<file path="src/rtl/core/unsorted_array_max_priority_queue_top_assert.svh">
// Assertion macros for the unsorted array max priority queue.
// Included by modules that carry concurrent checks; no other dependencies.
`ifndef UNSORTED_ARRAY_MAX_PRIORITY_QUEUE_TOP_ASSERT_SVH
`define UNSORTED_ARRAY_MAX_PRIORITY_QUEUE_TOP_ASSERT_SVH
`ifndef SYNTHESIS
`define UAMQ_ASSERT(lbl, ck, rstn, prop, msg) \
    lbl: assert property (@(posedge ck) disable iff (!rstn) prop) else $error(msg);
`define UAMQ_NEVER(lbl, ck, rstn, cond, msg) \
    lbl: assert property (@(posedge ck) disable iff (!rstn) !(cond)) else $error(msg);
`else
`define UAMQ_ASSERT(lbl, ck, rstn, prop, msg)
`define UAMQ_NEVER(lbl, ck, rstn, cond, msg)
`endif
`endif

</file>
<file path="src/rtl/core/uamq_pkg.sv">
// Shared constants, codes and types for the unsorted array max priority queue.
// No dependencies.
`default_nettype none

package uamq_pkg;

    localparam int CAPACITY  = 64;
    localparam int DATA_W    = 32;
    localparam int REQ_W     = 2;
    localparam int STATUS_W  = 2;
    localparam int OCC_W     = 7;
    localparam int IDX_W     = $clog2(CAPACITY);
    localparam int CNT_RAW_W = $clog2(CAPACITY + 1);
    localparam int CNT_W     = (CNT_RAW_W > OCC_W) ? CNT_RAW_W : OCC_W;

    localparam logic [REQ_W-1:0] REQ_INSERT  = 2'd0;
    localparam logic [REQ_W-1:0] REQ_EXTRACT = 2'd1;
    localparam logic [REQ_W-1:0] REQ_PEEK    = 2'd2;
    localparam logic [REQ_W-1:0] REQ_MODIFY  = 2'd3;

    localparam logic [STATUS_W-1:0] ST_OK       = 2'd0;
    localparam logic [STATUS_W-1:0] ST_EMPTY    = 2'd1;
    localparam logic [STATUS_W-1:0] ST_FULL     = 2'd2;
    localparam logic [STATUS_W-1:0] ST_NOTFOUND = 2'd3;

    typedef struct packed {
        logic              we;
        logic [IDX_W-1:0]  waddr;
        logic [DATA_W-1:0] wval;
        logic [DATA_W-1:0] wpri;
        logic [IDX_W-1:0]  raddr;
    } uamq_mem_req_t;

endpackage

`default_nettype wire

</file>
<file path="src/rtl/core/uamq_store.sv">
// Entry store: one write port, one registered read port, value and priority per slot.
// Depends on uamq_pkg.
`default_nettype none

module uamq_store
(
    input  wire logic                         clk,
    input  wire uamq_pkg::uamq_mem_req_t      mem_req,
    output logic [uamq_pkg::DATA_W-1:0]       rd_val,
    output logic [uamq_pkg::DATA_W-1:0]       rd_pri
);

    logic [2*uamq_pkg::DATA_W-1:0] mem [uamq_pkg::CAPACITY];
    logic [2*uamq_pkg::DATA_W-1:0] rdata_reg;

    always_ff @(posedge clk)
    begin
        if (mem_req.we)
        begin
            mem[mem_req.waddr] <= {mem_req.wval, mem_req.wpri};
        end
        rdata_reg <= mem[mem_req.raddr];
    end

    assign rd_val = rdata_reg[2*uamq_pkg::DATA_W-1:uamq_pkg::DATA_W];
    assign rd_pri = rdata_reg[uamq_pkg::DATA_W-1:0];

endmodule

`default_nettype wire
</file>
<file path="config.mk">
export PLATFORM = sky130hd
export DESIGN_NAME = uamq_store
export DESIGN_NICKNAME = d
export VERILOG_FILES = /design/src/rtl/core/unsorted_array_max_priority_queue_top_assert.svh /design/src/rtl/core/uamq_pkg.sv /design/src/rtl/core/uamq_store.sv
export SDC_FILE = /design/constraint.sdc
export NUM_CORES = 2
export LEC_CHECK = 0
export BUFFER_PORTS_ARGS = -buffer_cell sky130_fd_sc_hd__buf_2
export CORE_UTILIZATION = 28
export CTS_BUF_LIST = sky130_fd_sc_hd__clkbuf_4 sky130_fd_sc_hd__clkbuf_8
export DETAILED_ROUTE_END_ITERATION = 10
export GPL_ROUTABILITY_DRIVEN = 0
export GPL_TIMING_DRIVEN = 0
export PLACE_DENSITY = 0.49
export SLEW_MARGIN = 10
export SYNTH_ARGS = -nofsm -noshare
export SYNTH_HDL_FRONTEND = slang
export SYNTH_SLANG_ARGS = --single-unit
</file>
<file path="constraint.sdc">
create_clock -name clk -period 6.51 [get_ports clk]
set_input_delay 0.3255 -clock clk [delete_from_list [all_inputs] [get_ports clk]]
set_output_delay 0.3255 -clock clk [all_outputs]
set_load 0.005 [all_outputs]
</file>
======== Word-level counts from Yosys, hierarchy flattened ========
Memories as Yosys holds them, arrays and structs flattened. A register that Yosys moved wholly into a read port is not among the register bits.
Index checks and enable logic that the tools add are counted.
W data, S select, Z words.
storage, ports and cells
  memories kept ........................... 1
  bits in writable memories ............... 4096
  bits in registers ....................... 0
memories
  memory  depth  bits a word  rd ports  clocked after Yosys merged registers in  wr ports  RTL line          RTL
  mem     64     64           1         1                                        1         uamq_store.sv:13  logic [2*uamq_pkg::DATA_W-1:0] mem [uamq_pkg::CAPACITY];
cells by class
  multiplexer cells ....................... 2
operators by type and width
  kind     count
  $mux W1  2

======== Logic depth before layout (Yosys ltp) ========
  word-level depth ........................ 2
  mapped depth ............................ 9
  gate-level depth less buffers ........... 5

======== Worst setup path before layout ========
Ideal clock, no wire load.
  path type ............................... input to register
  start point ............................. input port mem_req[73] (netlist name)
  end point ............................... memory mem[48][0] (netlist name) (enable)
  path slack .............................. 749 ps
  arrival time ............................ 5197 ps
  cell stages on the path ................. 4
  required time ........................... 5946 ps
  path through ............................ clkbuf_1 > nor2b_1 > nand4b_1 > nor3_1
RTL lines
  what                RTL line          RTL
  start: declaration  uamq_store.sv:8   input wire uamq_pkg::uamq_mem_req_t mem_req,
  end: declaration    uamq_store.sv:13
Straight into the memory's write port.

======== Worst setup path in the final report ========
  start point ............................. input port mem_req[74] (netlist name)
  end point ............................... memory mem[48][29] (netlist name) (enable)
Straight into the memory's write port.

==> results.md <==
* First-pass GRT wire length at 647 mm
* Worst Path Required at 7.41 ns
* Synth top area share at 78.7%
* Total gr overflow at 0
* Sequential-to-total area share from yosys stat at 79.5%
* Pwr Density at 294 nW/um2
* Initial Util at 28.1%
* Clk buf depth at 4
* Nets@finish at a little under 8k
* Status: finished, violations left
* #FFs+latches synth at 4,160
* Post-DRT Antenna Nets at 0
* Final HPWL DP at 321 mm
* Final Skew at ~0.06 ns
* Worst rel slew slack at 6.43%
* WL/cell at 30.0 um
* Maxcap violations at 0
* Worst-Skew Late Latency at 1.25 ns
* Worst-path clk slew at 0.06 ns
* Largest net degree at the start of global routing at between 60 and 70
* Vias/cell at 4.88
* Clock sinks at 4,160
* Synth Flop Type: edfxtp_1
* Post-synth EDFFs at 4,096
* Pre-CTS WS at roughly 1.5 ns
* Setup violators final at 0
* Max IR drop VDD at 0.000198 V
* Finished Cell Area at 186,000 um2
* Fillers at just over 50k
* Horiz. Die Dim at 749 um
* TritonCTS clock tree: yes
* Iter 0 DRT Violations at 8,057
* Period utilisation layout at 63.9%
* Via count at 76.8k
* Mux cell area share after synthesis at 15.6%
* Top Ports at 142
* Cell variety after synth at 33
* Core box area at 556,000 um2
* Yosys warning count at 0
* Syn Area/Cell at 23.7 um2
* CP Launch Type: input port
* DP Area at ~170,000 um2
* Die area at 561,000 um2
* Worst hold slack at 0.132 ns
* Synth Cell Area at 156,000 um2
* Critical Path Sink Type: flop
* Site Rows at ~270
* Port Buffers at 133
* Final wirelength at 471 mm
* Synthesized Nets at 6,676
* Num CTS Buffers at 669
* All-layer global routing usage at 16.4%
* Final Hold Fails at 0
* Max Fanout on Critical Path at 9
* DRC Markers at 14
* H-Tree Depth at 6
* Post-Synth Simple-Gate Area at 1.24%
* Share of cells above drive strength 1 at 33.1%
* Post-synth top area cell: edfxtp_1
* Vias in the first global route at ~80k
* Post-synthesis async set-or-reset flop share at 0%
* Synth Area in Adders at 0%
* Reg2reg setup slack at 3.50 ns
* Die outline height at about 750 um
* P_leak at about 57 nW
* Failing checks: DRC
* Data arrival, critical path at 5.06 ns
* Fmax at around 240 MHz
* Iteration count of the initial detailed-routing pass at 8
* Kind of critical path: in2reg
* Complex-gate fraction of the synthesized area at 2.48%
* RSZ-0062 raised after global routing: false
* Actual slew at the worst max-slew pin at 1.40 ns
* Area growth syn-to-layout at 18.8%
* Initial antenna violation count at 66
* Tmin final at 4.16 ns
* Largest family of logic cells by synthesized area: multiplexers
* Max FFs per register at 4,096
* Mapped Cells at 6,598
* Max-slew violation count at 0
* Root buffer cell: clkbuf_8
* Hold crit path type: in2reg
* Xor/xnor cell area share of the yosys netlist at 0%
* Worst Slack Setup Final at 2.35 ns
* Synth area leaders: edfxtp_1 (79%), mux4_2 (15%), mux2i_1 (0.86%)
-- cell type report --
| cell class | instances | area (um2) | area share, % |
|---|---|---|---|
| antenna | 31 | 77.6 | 0.0418 |
| buffer | 370 | 1790 | 0.961 |
| clock buffer | 871 | 10900 | 5.86 |
| clock inverter | 313 | 1840 | 0.993 |
| inverter | 19 | 71.3 | 0.0384 |
| multi-input combinational | 2049 | 30700 | 16.6 |
| sequential | 4160 | 124000 | 66.9 |
| tap | 7452 | 9320 | 5.02 |
| timing repair buffer | 460 | 6710 | 3.61 |
-- layout by cell type (no fill, tap or decap), types with 8 or more instances in the layout --
master	instances
a22o_1	88
mux4_2	1024
clkinv_2	78
nand2_1	58
a31oi_1	16
or3_1	29
dlygate4sd3_1	76
buf_16	52
a211oi_1	56
buf_12	174
clkbuf_8	695
nand2b_1	11
buf_4	95
inv_6	11
clkbuf_4	176
a22oi_1	168
bufinv_16	15
clkinvlp_4	22
nor2_4	62
a41oi_1	26
clkinv_1	183
o22ai_1	83
nor2_1	49
mux2i_1	135
nor2b_1	28
edfxtp_1	4096
buf_2	254
a2bb2oi_1	19
nand3_1	45
and3_1	64
dfxtp_1	64
clkbuf_2	8
o221ai_1	38
or2_2	28
clkbuf_1	132
diode_2	31
buf_6	18
buf_1	19
inv_1	19
-- layer usage --
metal	share of wire, %	up-vias	track usage [%]
li1	-	31000	-
met1	41	42200	21.7
met2	49	2930	27.6
met3	6.6	725	2.89
met4	3.2	12	5.12
met5	0.016	-	0
-- cell usage after synthesis (3+ instances only) --
| cell type | number |
|---|---|
| edfxtp_1 | 4096 |
| mux4_2 | 1024 |
| buf_2 | 170 |
| a22oi_1 | 168 |
| clkbuf_1 | 140 |
| mux2i_1 | 135 |
| nor2_1 | 112 |
| a22o_1 | 88 |
| o22ai_1 | 83 |
| and3_1 | 64 |
| dfxtp_1 | 64 |
| a211oi_1 | 63 |
| nand2_1 | 58 |
| nand3_1 | 45 |
| o221ai_1 | 38 |
| buf_4 | 34 |
| or3_1 | 29 |
| nor2b_1 | 28 |
| or2_2 | 28 |
| a41oi_1 | 26 |
| buf_1 | 20 |
| a2bb2oi_1 | 19 |
| inv_1 | 19 |
| a31oi_1 | 18 |
| nand2b_1 | 11 |
| buf_6 | 6 |
| and2_1 | 3 |
-- report_power, final --
| group | internal, W | switching (W) | leakage (nW) |
|---|---|---|---|
| sequential | 0.0297 | 0.0000586 | 37.4 |
| combinational | 0.00101 | 0.00204 | 13.3 |
| clock | 0.0115 | 0.0104 | 6.69 |
| total | 0.0422 | 0.0125 | 57.4 |
-- worst paths after layout --
path	endpoint	depth (start not counted)	startpoint
worst max-delay path	mem[48][29]	14	mem_req[74]
worst min-delay path	mem[51][23]	2	mem_req[29]
worst max register to register	rdata_reg[15]	5	mem[55][15]
worst min register to register	rdata_reg[30]	4	mem[62][30]
-- timing repair --
action                                 in CTS  in global routing
resized for setup                           0                  0
buffers inserted                            0                  0
hold buffers                               76                  0
endpoints found under the hold margin    4221                  0
-- per-stage QoR --
step	total power, W	utilization [%]	setup TNS (ns)	instances
2_1_floorplan	0.0317	-	0	6598
3_3_place_gp	0.0332	29.9	-8653.98	14200
3_5_place_dp	0.0333	30.9	0	14400
4_1_cts	0.0552	33.3	0	15700
5_1_grt	0.0564	33.4	0	15700
6_report	0.0547	33.4	0	15700
-- logic make-up after synthesis --
group,after synthesis
DFF,4160
muxes,1159
AOI/OAI and AO/OA,504
buffers and inverters,389
and+or+nand+nor,386
-- critical path: stages --
cell	delay (ns)
dlygate4sd3_1	0.60
buf_2	0.19
nor2b_1	0.31
dlygate4sd3_1	0.60
nand4b_1	0.21
dlygate4sd3_1	0.76
nor3_2	0.59
buf_8	0.24
buf_6	0.18
buf_4	0.23
buf_4	0.24
buf_6	0.18
buf_6	0.15
buf_4	0.22
No activity file was read; power rests on OpenSTA's default activity.
